$ cat src/hdl/lsbse_pkg.sv
// Shared types and constants for the LSB steganography embed/extract unit.
package lsbse_pkg;

  // Item operation codes
  localparam logic OP_BYTE  = 1'b0;
  localparam logic OP_PIXEL = 1'b1;

  // Mode register values
  localparam logic MODE_EMBED   = 1'b0;
  localparam logic MODE_EXTRACT = 1'b1;

  // Configuration map
  localparam int unsigned ADDR_W   = 3;
  localparam int unsigned DATA_W   = 32;
  localparam logic        REG_MODE = 1'b0;  // register index, paddr[2]

  // Queue geometry
  localparam int unsigned QUEUE_W = 16;
  localparam int unsigned COUNT_W = 5;
  localparam logic [COUNT_W-1:0] BYTE_ROOM = 5'd8;   // max fill that still takes a byte

  // Working state of one embed or extract job
  typedef struct packed {
    logic [QUEUE_W-1:0] bit_queue;
    logic [COUNT_W-1:0] queued_bits;
    logic               terminator_seen;
    logic               done_flag;
    logic [7:0]         char_shift;
    logic [3:0]         char_bit_count;
  } state_t;

  // One input item
  typedef struct packed {
    logic       operation;
    logic [7:0] message_byte;
    logic [7:0] red_in;
    logic [7:0] green_in;
    logic [7:0] blue_in;
  } item_t;

  // One result item
  typedef struct packed {
    logic [7:0] red_out;
    logic [7:0] green_out;
    logic [7:0] blue_out;
    logic       char_valid;
    logic [7:0] char_value;
    logic       finished;
    logic       starved;
    logic       byte_rejected;
  } result_t;

endpackage

$ cat src/hdl/lsbse_if.sv
// Stream interfaces for input items and result items.
interface lsbse_in_if;
  logic       valid;
  logic       ready;
  logic       operation;
  logic [7:0] message_byte;
  logic [7:0] red_in;
  logic [7:0] green_in;
  logic [7:0] blue_in;

  modport source (output valid, operation, message_byte, red_in, green_in, blue_in,
                  input ready);
  modport sink   (input valid, operation, message_byte, red_in, green_in, blue_in,
                  output ready);
endinterface

interface lsbse_out_if;
  logic       valid;
  logic       ready;
  logic [7:0] red_out;
  logic [7:0] green_out;
  logic [7:0] blue_out;
  logic       char_valid;
  logic [7:0] char_value;
  logic       finished;
  logic       starved;
  logic       byte_rejected;

  modport source (output valid, red_out, green_out, blue_out, char_valid, char_value,
                  finished, starved, byte_rejected,
                  input ready);
  modport sink   (input valid, red_out, green_out, blue_out, char_valid, char_value,
                  finished, starved, byte_rejected,
                  output ready);
endinterface

$ cat src/hdl/lsbse_step.sv
// Combinational step logic: next job state and result for one item.
module lsbse_step (
  input  logic             mode,
  input  lsbse_pkg::state_t cur,
  input  lsbse_pkg::item_t  item,
  output lsbse_pkg::state_t nxt,
  output lsbse_pkg::result_t res
);

  always_comb begin
    logic [7:0]                    ch [3];
    logic [lsbse_pkg::COUNT_W-1:0] qb;
    logic [lsbse_pkg::COUNT_W-1:0] idx;
    logic [7:0]                    sh;
    logic [3:0]                    cnt;
    logic                          stop;
    logic                          cvalid;
    logic [7:0]                    cval;

    nxt    = cur;
    ch[0]  = item.red_in;
    ch[1]  = item.green_in;
    ch[2]  = item.blue_in;
    qb     = cur.queued_bits;
    idx    = '0;
    sh     = cur.char_shift;
    cnt    = cur.char_bit_count;
    stop   = 1'b0;
    cvalid = 1'b0;
    cval   = '0;
    res    = '0;

    if (item.operation == lsbse_pkg::OP_BYTE) begin
      // Message byte: queue it MSB first unless the job cannot take it
      ch[0] = '0;
      ch[1] = '0;
      ch[2] = '0;
      if (mode == lsbse_pkg::MODE_EXTRACT || cur.terminator_seen ||
          cur.queued_bits > lsbse_pkg::BYTE_ROOM) begin
        res.byte_rejected = 1'b1;
      end else begin
        nxt.bit_queue   = {cur.bit_queue[7:0], item.message_byte};
        nxt.queued_bits = cur.queued_bits + lsbse_pkg::BYTE_ROOM;
        if (item.message_byte == 8'd0) begin
          nxt.terminator_seen = 1'b1;
        end
      end
    end else if (cur.done_flag) begin
      // Job finished: pixel passes unchanged
    end else if (mode == lsbse_pkg::MODE_EMBED) begin
      // Embed: oldest queued bits replace R, G, B LSBs in turn
      if (cur.queued_bits >= 5'd3 || cur.terminator_seen) begin
        for (int k = 0; k < 3; k++) begin
          if (qb != '0) begin
            idx      = qb - 5'd1;
            ch[k][0] = cur.bit_queue[idx[3:0]];
            qb       = qb - 5'd1;
          end
        end
        nxt.queued_bits = qb;
        if (cur.terminator_seen && qb == '0) begin
          nxt.done_flag = 1'b1;
        end
      end else begin
        res.starved = 1'b1;
      end
    end else begin
      // Extract: gather LSBs MSB first, stop at a zero character
      for (int k = 0; k < 3; k++) begin
        if (!stop) begin
          sh  = {sh[6:0], ch[k][0]};
          cnt = cnt + 4'd1;
          if (cnt == 4'd8) begin
            cnt = '0;
            if (sh == 8'd0) begin
              nxt.done_flag = 1'b1;
              stop          = 1'b1;
            end else begin
              cvalid = 1'b1;
              cval   = sh;
              sh     = '0;
            end
          end
        end
      end
      nxt.char_shift     = sh;
      nxt.char_bit_count = cnt;
    end

    res.red_out    = ch[0];
    res.green_out  = ch[1];
    res.blue_out   = ch[2];
    res.char_valid = cvalid;
    res.char_value = cval;
    res.finished   = nxt.done_flag;
  end

endmodule

$ cat src/hdl/lsb_stego_embed_extract_unit.sv
// Top level of the LSB steganography embed/extract unit.
//
// Usage: write the mode register over APB (address 0, bit 0: 0 embeds,
// 1 extracts); every mode write also starts a fresh job. Items arrive on
// in_ch: operation 0 carries a message byte, operation 1 carries an RGB888
// pixel in raster order. Each accepted item gives exactly one result on
// out_ch: the pixel with message bits in the R, G, B LSBs (embed), the
// pixel plus any completed character (extract), and the finished, starved
// and byte_rejected flags.
// Result valid rises in the cycle after the input transfer. Throughput
// is one item per clock while the receiver keeps up; the step logic is a
// single combinational pass from job state and input to output register.
// When the receiver stalls, the result holds in the output register and
// in_ch.ready drops until it is taken; a new item is taken in the same
// cycle the waiting result is transferred.
// Reset (rst, synchronous) selects embed mode, clears the job state and
// empties the output register.
module lsb_stego_embed_extract_unit (
  input  logic                               clk,
  input  logic                               rst,
  lsbse_in_if.sink                           in_ch,
  lsbse_out_if.source                        out_ch,
  input  logic                               psel,
  input  logic                               penable,
  input  logic                               pwrite,
  input  logic [lsbse_pkg::ADDR_W-1:0]       paddr,
  input  logic [lsbse_pkg::DATA_W-1:0]       pwdata,
  output logic [lsbse_pkg::DATA_W-1:0]       prdata,
  output logic                               pready
);

  logic                mode;
  lsbse_pkg::state_t   state;
  lsbse_pkg::state_t   state_next;
  lsbse_pkg::item_t    item;
  lsbse_pkg::result_t  res_next;
  lsbse_pkg::result_t  res;
  logic                out_valid;
  logic                in_take;
  logic                cfg_write;

  // APB write decode
  assign pready    = 1'b1;
  assign cfg_write = psel && penable && pwrite && (paddr[2] == lsbse_pkg::REG_MODE);
  assign prdata    = (paddr[2] == lsbse_pkg::REG_MODE) ?
                     {{(lsbse_pkg::DATA_W-1){1'b0}}, mode} : '0;

  // Input transfer whenever the output register is free or draining
  assign in_ch.ready = !out_valid || out_ch.ready;
  assign in_take     = in_ch.valid && in_ch.ready;

  assign item.operation    = in_ch.operation;
  assign item.message_byte = in_ch.message_byte;
  assign item.red_in       = in_ch.red_in;
  assign item.green_in     = in_ch.green_in;
  assign item.blue_in      = in_ch.blue_in;

  lsbse_step u_step (
    .mode (mode),
    .cur  (state),
    .item (item),
    .nxt  (state_next),
    .res  (res_next)
  );

  // Mode register and job state
  always_ff @(posedge clk) begin
    if (rst) begin
      mode  <= lsbse_pkg::MODE_EMBED;
      state <= '0;
    end else if (cfg_write) begin
      mode  <= pwdata[0];
      state <= '0;
    end else if (in_take) begin
      state <= state_next;
    end
  end

  // Output register valid
  always_ff @(posedge clk) begin
    if (rst) begin
      out_valid <= 1'b0;
    end else if (in_take) begin
      out_valid <= 1'b1;
    end else if (out_ch.ready) begin
      out_valid <= 1'b0;
    end
  end

  // Output register payload
  always_ff @(posedge clk) begin
    if (in_take) begin
      res <= res_next;
    end
  end

  assign out_ch.valid         = out_valid;
  assign out_ch.red_out       = res.red_out;
  assign out_ch.green_out     = res.green_out;
  assign out_ch.blue_out      = res.blue_out;
  assign out_ch.char_valid    = res.char_valid;
  assign out_ch.char_value    = res.char_value;
  assign out_ch.finished      = res.finished;
  assign out_ch.starved       = res.starved;
  assign out_ch.byte_rejected = res.byte_rejected;

endmodule

$ cat src/flat_wrapper.sv
// flat-port wrapper written by rule: the top's interface ports become plain ports
module lsb_stego_embed_extract_unit_flat 
  (clk, rst, psel, penable, pwrite, paddr, pwdata, prdata, pready, in_ch_valid, in_ch_operation, in_ch_message_byte, in_ch_red_in, in_ch_green_in, in_ch_blue_in, in_ch_ready, out_ch_valid, out_ch_red_out, out_ch_green_out, out_ch_blue_out, out_ch_char_valid, out_ch_char_value, out_ch_finished, out_ch_starved, out_ch_byte_rejected, out_ch_ready);
  lsbse_in_if in_ch_i ();
  lsbse_out_if out_ch_i ();
  input  logic clk;
  input  logic rst;
  input  logic psel;
  input  logic penable;
  input  logic pwrite;
  input  logic [lsbse_pkg::ADDR_W-1:0] paddr;
  input  logic [lsbse_pkg::DATA_W-1:0] pwdata;
  output logic [lsbse_pkg::DATA_W-1:0] prdata;
  output logic pready;
  input wire logic [$bits(in_ch_i.valid)-1:0] in_ch_valid;
  input wire logic [$bits(in_ch_i.operation)-1:0] in_ch_operation;
  input wire logic [$bits(in_ch_i.message_byte)-1:0] in_ch_message_byte;
  input wire logic [$bits(in_ch_i.red_in)-1:0] in_ch_red_in;
  input wire logic [$bits(in_ch_i.green_in)-1:0] in_ch_green_in;
  input wire logic [$bits(in_ch_i.blue_in)-1:0] in_ch_blue_in;
  output wire logic [$bits(in_ch_i.ready)-1:0] in_ch_ready;
  output wire logic [$bits(out_ch_i.valid)-1:0] out_ch_valid;
  output wire logic [$bits(out_ch_i.red_out)-1:0] out_ch_red_out;
  output wire logic [$bits(out_ch_i.green_out)-1:0] out_ch_green_out;
  output wire logic [$bits(out_ch_i.blue_out)-1:0] out_ch_blue_out;
  output wire logic [$bits(out_ch_i.char_valid)-1:0] out_ch_char_valid;
  output wire logic [$bits(out_ch_i.char_value)-1:0] out_ch_char_value;
  output wire logic [$bits(out_ch_i.finished)-1:0] out_ch_finished;
  output wire logic [$bits(out_ch_i.starved)-1:0] out_ch_starved;
  output wire logic [$bits(out_ch_i.byte_rejected)-1:0] out_ch_byte_rejected;
  input wire logic [$bits(out_ch_i.ready)-1:0] out_ch_ready;
  assign in_ch_i.valid = in_ch_valid;
  assign in_ch_i.operation = in_ch_operation;
  assign in_ch_i.message_byte = in_ch_message_byte;
  assign in_ch_i.red_in = in_ch_red_in;
  assign in_ch_i.green_in = in_ch_green_in;
  assign in_ch_i.blue_in = in_ch_blue_in;
  assign in_ch_ready = in_ch_i.ready;
  assign out_ch_valid = out_ch_i.valid;
  assign out_ch_red_out = out_ch_i.red_out;
  assign out_ch_green_out = out_ch_i.green_out;
  assign out_ch_blue_out = out_ch_i.blue_out;
  assign out_ch_char_valid = out_ch_i.char_valid;
  assign out_ch_char_value = out_ch_i.char_value;
  assign out_ch_finished = out_ch_i.finished;
  assign out_ch_starved = out_ch_i.starved;
  assign out_ch_byte_rejected = out_ch_i.byte_rejected;
  assign out_ch_i.ready = out_ch_ready;
  lsb_stego_embed_extract_unit u_core (.clk(clk), .rst(rst), .in_ch(in_ch_i), .out_ch(out_ch_i), .psel(psel), .penable(penable), .pwrite(pwrite), .paddr(paddr), .pwdata(pwdata), .prdata(prdata), .pready(pready));
endmodule
$ cat config.mk
export PLATFORM = sky130hd
export DESIGN_NAME = lsb_stego_embed_extract_unit_flat
export DESIGN_NICKNAME = d
export VERILOG_FILES = /design/src/hdl/lsbse_pkg.sv /design/src/hdl/lsbse_if.sv /design/src/hdl/lsbse_step.sv /design/src/hdl/lsb_stego_embed_extract_unit.sv /design/src/flat_wrapper.sv
export SDC_FILE = /design/constraint.sdc
export NUM_CORES = 1
export LEC_CHECK = 0
export ABC_CLOCK_PERIOD_IN_PS = 13200
export BUFFER_PORTS_ARGS = -buffer_cell sky130_fd_sc_hd__buf_2
export CAP_MARGIN = 30
export CORE_MARGIN = 2
export CORE_UTILIZATION = 52
export DETAILED_ROUTE_END_ITERATION = 10
export PLACE_DENSITY_LB_ADDON = 0.15
export SLEW_MARGIN = 15
export SYNTH_ARGS = -nofsm -noshare
export SYNTH_HDL_FRONTEND = slang
export SYNTH_SLANG_ARGS = --single-unit
$ cat constraint.sdc
create_clock -name clk -period 13.2 [get_ports clk]
set_input_delay 1.32 -clock clk [delete_from_list [all_inputs] [get_ports clk]]
set_output_delay 1.32 -clock clk [all_outputs]
set_load 0.02 [all_outputs]
Word-level counts from Yosys, hierarchy flattened
Cells that the tools add are included.
{ "classes": {"n_reduce_logical": 26, "n_mux": 108, "eq_ne": 7, "magnitude_cmp": 5, "bitwise_logic": 5, "addsub": 7} }
{ "ops": {"columns": ["operator", "count"], "rows": [
  ["8-bit two-way mux", 22],
  ["5-bit two-way mux", 19],
  ["1-bit two-way mux", 49],
  ["4-bit two-way mux", 11],
  ["8-bit zero test", 4],
  ["13-bit two-way mux", 2],
  ["4-bit by 5-bit less-than comparator with 1-bit output, second input constant", 3],
  ["5-bit nonzero test", 3],
  ["5-bit by 1-bit subtractor with 5-bit output, second input constant", 3],
  ["4-bit by 1-bit adder with 4-bit output, second input constant", 3],
  ["1-bit binary-select mux with 4-bit select", 3],
  ["4-bit == test, second input constant", 3],
  ["12-bit two-way mux", 1],
  ["4-bit AND reduction", 2],
  ["6-bit two-way mux", 1],
  ["2-bit inequality test, second input constant", 3],
  ["3-bit OR reduction", 2],
  ["5-bit by 4-bit adder with 5-bit output, second input constant", 1],
  ["5-bit by 2-bit >= comparator with 1-bit output, second input constant", 1],
  ["5-bit by 4-bit greater-than comparator with 1-bit output, second input constant", 1],
  ["1-bit logical AND", 5],
  ["5-bit zero test", 1],
  ["1-bit inverter", 5],
  ["5-bit AND reduction", 1],
  ["6 further kinds", 9]
]} }
{ "word_totals": {"reg_bits": 73, "wordCells": 174, "in_bits": 75} }

Logic depth before layout (Yosys ltp)
{ "logic_depth": {"ltp_word": 25, "depth_mapped": 18, "mapped_depth_nobuf": 17} }

By module
A second synthesis with hierarchy kept.
{ "hier_totals": {"hier_cells": 551, "area_unflattened_um2": 5466.5} }
{ "modules_own_cells": {"columns": ["module", "n_inst", "cells_each", "area_per_inst_um2"], "rows": [
  ["lsb_stego_embed_extract_unit", 1, 240, 3138.0],
  ["lsbse_step", 1, 311, 2328.5]
]} }

Worst setup path before layout
No wires, ideal clock.
{ "synth_timing": {"path_kind": "reg-to-reg", "startpoint": "reg u_core.state[14] in the netlist's numbering", "endpoint": "reg u_core.res (netlist bit u_core.out_ch.blue_out[0]), data pin", "period_less_slack_ns": 4.205, "setup_slack_ns": 8.995, "n_path_buf": 1, "arrival_time_ns": 3.945, "setup_time_ns": 0.260, "path_stages_with_launch": 17, "path_cell_list": "dfxtp_1 -> inv_1 -> ha_1 -> or4b_4 -> buf_6 -> xnor2_2 -> inv_1 -> ha_1 -> inv_1 -> a221oi_4 -> a41oi_4 -> xnor2_4 -> ha_1 -> xnor2_2 -> mux4_1 -> nand2_1 -> a31oi_1"} }
{ "synth_via": {"elab_chain_len": 19, "word_cells_on_any_way": 24, "cone_classes": "3 x add/sub; 1 x order compare; 16 x mux; 4 x reduce/logical"} }
{ "synth_lines": {"columns": ["element", "line", "rtl"], "rows": [
  ["start, declared", "lsb_stego_embed_extract_unit.sv:33", "lsbse_pkg::state_t state;"],
  ["start signal, assigned", "lsb_stego_embed_extract_unit.sv:75", "state <= state_next;"],
  ["5-bit by 1-bit subtractor with 5-bit output or 5-bit nonzero test (tied branches)", "lsbse_step.sv:57, lsbse_step.sv:54", null],
  ["5-bit two-way mux", "lsbse_step.sv:54", "if (qb != '0) begin"],
  ["5-bit two-way mux", "lsbse_step.sv:52", "if (cur.queued_bits >= 5'd3 || cur.terminator_seen) begin"],
  ["5-bit two-way mux", "lsbse_step.sv:50", "end else if (mode == lsbse_pkg::MODE_EMBED) begin"],
  ["5-bit two-way mux", "lsbse_step.sv:48", "end else if (cur.done_flag) begin"],
  ["5-bit two-way mux", "lsbse_step.sv:33", "if (item.operation == lsbse_pkg::OP_BYTE) begin"],
  ["5-bit by 1-bit subtractor with 5-bit output or 5-bit nonzero test (tied branches)", "lsbse_step.sv:57, lsbse_step.sv:54", null],
  ["5-bit two-way mux", "lsbse_step.sv:54", null],
  ["[... 3 more ...]", null, null],
  ["5-bit two-way mux", "lsbse_step.sv:33", null],
  ["5-bit by 1-bit subtractor with 5-bit output", null, null],
  ["1-bit binary-select mux with 4-bit select", "lsbse_step.sv:56", "ch[k][0] = cur.bit_queue[idx[3:0]];"],
  ["1-bit two-way mux (not written as such)", "lsbse_step.sv:56", null],
  ["1-bit two-way mux", "lsbse_step.sv:54", null],
  ["1-bit two-way mux (*)", "lsbse_step.sv:52", null],
  ["1-bit two-way mux (*)", "lsbse_step.sv:50", null],
  ["1-bit two-way mux (*)", "lsbse_step.sv:48", null],
  ["end signal, assigned", "lsb_stego_embed_extract_unit.sv:93", "res <= res_next;"],
  ["end, declared", "lsb_stego_embed_extract_unit.sv:37", "lsbse_pkg::result_t res;"]
]} }
Every way passes the cells marked *; elsewhere a longest branch is shown, timed or not. The select of a mux whose other input is x is not followed.
A chain may end at the register's enable or synchronous reset.

Worst setup path in the final report
Same ends and word-level chain as after synthesis.

==> metrics.sh <==
HOLD_PATH_STARTPOINT='u_core.state[28]$_SDFFE_PP0P_'
SYNTH_SEQ_AREA_SHARE_PCT=40.02
HOLD-PATH-CELL-COUNT=2
DETAIL_ROUTE.VIAS_PER_CELL=5.492
DIEAREA_UM2=9418
SYNTH-EDFF-COUNT=36
LAYOUTNONFILLERINSTCOUNT=653
POWER_DENSITY_nW_PER_UM2=194.7
STATUS='completed'
DIE_HEIGHT_UM=97.05
SYNTH-SEQ-CELLS=72
TIMING.FINAL.HOLD_VIOLATIONS=0
PATH_DELAY_FAMILY='XOR/XNOR gates'
POST_ROUTE_CELLS_DRIVE_ABOVE_1_SHARE_PCT=23.18
SETUP_SLACK_PS=8223
LEAKAGE_nW=2.040
POST_CTS_RESIZE_COUNT=0
REG2REG_SLACK_PS=8220
CLOCK_SINK_COUNT=72
CPMAXSTAGEDELAYCELL='sky130_fd_sc_hd__mux4_1'
CRITPATHKIND='flop to flop'
TIMING.HOLD.WORST_ENDPOINT='u_core.state[28]$_SDFFE_PP0P_'
CTS_POST_SETUP_BUFFERS_INSERTED=0
MAXCLOCKFREQUENCY_MHz=200.9
CTS.REPORTEDPATHS.CLKPINSLEW_PS=80
CTS_BUFFERS=9
SYNTH.LARGEST_AREA_CELL='sky130_fd_sc_hd__edfxtp_1'
AVGROUTEDWIREPERCELL_UM=15.62
FLOORPLAN.IO_PINS=146
FF_LATCH_AREA_UM2=1802
FINAL_UTIL_PCT=60.53
END_KIND='flop'
FF2FF_PATH_DEPTH=15
GRT_PASS1_WL_UM=16620
LAYOUT_MIN_CYCLE_TIME_PS=4977
NET_COUNT_OF_THE_FINISHED_LAYOUT=634
MAX-VDD-IR-DROP_mV=0.1095
MOST_COMMON_CELL_AFTER_LAYOUT_FILL_AND_TAPS_ASIDE='sky130_fd_sc_hd__buf_2'
CTS-HTREE-LEVELS=3
INITIAL_ANTENNA_VIOLATION_COUNT=0
INSERTEDDIODECOUNT=0
CP.ARRIVAL_PS=5080
TRITONCTS='built'
TIMING.RR.END='u_core.out_ch.blue_out[0]$_SDFFCE_PN0P_'
WORST_EP_REQUIRED_TIME_PS=13300
TIMING.CLOCK.SKEW_PS=15.87
LAYOUT-AREA-OVERHEAD-VS-SYNTH_PCT=11.59
FIRSTDRTPASSITERS=4
PLACE_INST=636
VIAS=3586
GRT_USE_TOTAL_PCT=21.50
DRC=0
SYN_AREA_UM2=4502
MAXCAPVIOLATIONS=0
FP.COREAREA_UM2=8299
DETAILEDPLACE.WORSTSLACK_PS=8258
CLK_PATH_BUF_DEPTH=2
PIN_COUNT_OF_THE_BIGGEST_NET_ENTERING_GLOBAL_ROUTING=37
INITIAL_UTILIZATION_PCT=54.24
CTS.ROOT.BUFFER_CELL='sky130_fd_sc_hd__clkbuf_8'
PLACEMENTROWS=33
FINALHOLDWORSTSLACK_PS=500.3
FINAL_MIN_PERIOD_OVER_CLOCK_PERIOD_PCT=37.71
POST_SYNTH_NUM_CELL_TYPES=66
FINALMAXSLEWVIOLATIONS=0
RSZ_0062_RAISED_AFTER_GLOBAL_ROUTING='false'
SYNTH_WARNINGS=0
WORST_HOLD_PATH_TYPE='flop to flop'
TIMING.SETUP.TNS_PS=0
PLACE.PORT_BUFFERS=80
FILL_CELLS=753
DIEWIDTH_UM=97.05
MAX-SLEW-MARGIN-REL_PCT=56.09
CRITPATHBUFINV=3
CRITICAL_PATH.MAX_FANOUT=13
WL_UM=10200
SYNTH-MAIN-FF-CELL='sky130_fd_sc_hd__edfxtp_1'
PLACE.GP.CONGESTION=0.8284
CLK-INSERTION-DELAY-LATE_PS=360
TIMING.CRITICAL_PATH.SLOWEST_CELL_DELAY_PS=630
CRIT_PATH_CELL_TRACE='inv_1, ha_1, or4b_4, xnor2_2, inv_1, ha_1, inv_1, a221oi_4, a41oi_4, xnor2_4, ha_1, xnor2_2, mux4_1, nand2_1, a31oi_1'
SETUP_VIOL_COUNT_FINAL=0
MAX_SLEW.WORST_PIN.SLEW_PS=649.8
YS_TOP_CELLS_BY_AREA='sky130_fd_sc_hd__edfxtp_1 24%, sky130_fd_sc_hd__dfxtp_1 16%, sky130_fd_sc_hd__buf_4 5.3%'
MULTI_INPUT_AREA_UM2=2415
SYNTHARSTFLOPSHARE_PCT=0
SYNTH_CELLS=471
DETAILEDPLACEMENTHPWL_UM=7549
KIND_OF_START_POINT_OF_THE_CRITICAL_PATH='flop'
CTS_HOLD_BUFFERS=0
FINAL_ANTENNA_NET_COUNT=0
FIRST_GLOBAL_VIAS=3319
AVGSYNTHCELLAREA_UM2=9.558
FINAL_CELL_MIX='80 x sky130_fd_sc_hd__buf_2, 63 x sky130_fd_sc_hd__nand2_1, 45 x sky130_fd_sc_hd__nor2_1'
POST-SYNTH-TOP-AREA-FRACTION_PCT=24.01
DETAILEDROUTE.FIRSTITERATIONVIOLATIONS=125
R2R_START='u_core.state[14]$_SDFFE_PP0P_'
GRT_OVERFLOW=0
==> tightest hold or removal path, delay by kind of cell, from the launching register on <==
family	cells	cell delay (ps)
compound gates	1	50
flops	1	340
simple gates	1	60
==> through the flow <==
step / total power [W] / cell area, um2
floorplan: 0.0007215 / 4614
global placement: 0.0007973 / 4831
detailed placement: 0.0008100 / 4831
CTS: 0.0009766 / 5016
global route: 0.001044 / 5024
finish: 0.0009783 / 5024
==> power breakdown <==
| group | switching [W] | internal (W) |
|---|---|---|
| clock network | 0.0000963 | 0.0000718 |
| registers | 0.0000125 | 0.000249 |
| logic | 0.000319 | 0.000230 |
==> cell usage after synthesis (all sizes together) (4+ instances only) <==
library cell	n
a21o	6
a21oi	35
a22oi	15
a2bb2oi	7
and2	24
buf	35
clkbuf	17
dfxtp	36
edfxtp	36
ha	16
inv	18
mux2i	9
mux4	11
nand2	63
nand3	9
nor2	45
nor2b	4
nor3	9
nor4	5
o21ai	11
xnor2	11
==> registers in the layout (all words and copies together), names as in the netlist <==
signal                       count
u_core.out_ch.char_valid         1
u_core.out_ch.red_out            8
u_core.out_ch.byte_rejected      1
u_core.out_ch.finished           1
u_core.mode                      1
u_core.state                    34
u_core.out_ch.blue_out           8
u_core.out_ch.valid              1
u_core.out_ch.char_value         8
u_core.out_ch.starved            1
u_core.out_ch.green_out          8
==> per-layer routing <==
layer | up-vias | track usage [%] | wire (um)
met1 | 1686 | 28.14 | 4540
met2 | 132 | 36.22 | 4932
met5 | - | 0 | 0
met3 | 11 | 4.697 | 592
li1 | 1757 | - | -
met4 | 0 | 5.634 | 135
==> final cells by class <==
type                    count  area share (%)
flip-flops and latches     72           35.87
inverters                  18           1.345
clock inverters             7           1.220
multi-input cells         359           48.07
well taps                 105           2.615
repair buffers             83           8.418
clock buffers               9           2.466
==> cells by family after synthesis <==
logic type	count (synthesis)	synth area share, %
buf+inv	70	8.838
xor+xnor	13	3.613
simple gates	181	19.82
other cells	2	0.1668
compound gates	97	15.51
mux	20	7.588
fa+ha+maj	16	4.447
flops	72	40.02
==> worst max-delay path by stage <==
stage,start,endpoint,slack (ps),cells after the start
after floorplan,u_core.state[14]$_SDFFE_PP0P_,u_core.out_ch.blue_out[0]$_SDFFCE_PN0P_,8990,16
after global placement,u_core.state[14]$_SDFFE_PP0P_,u_core.out_ch.blue_out[0]$_SDFFCE_PN0P_,8380,15
after detailed placement,u_core.state[14]$_SDFFE_PP0P_,u_core.out_ch.blue_out[0]$_SDFFCE_PN0P_,8260,15
after CTS,u_core.state[14]$_SDFFE_PP0P_,u_core.out_ch.blue_out[0]$_SDFFCE_PN0P_,8240,15
after global routing,u_core.state[14]$_SDFFE_PP0P_,u_core.out_ch.blue_out[0]$_SDFFCE_PN0P_,7980,15
final,u_core.state[14]$_SDFFE_PP0P_,u_core.out_ch.blue_out[0]$_SDFFCE_PN0P_,8220,15
No activity file was read; power rests on OpenSTA's default activity.
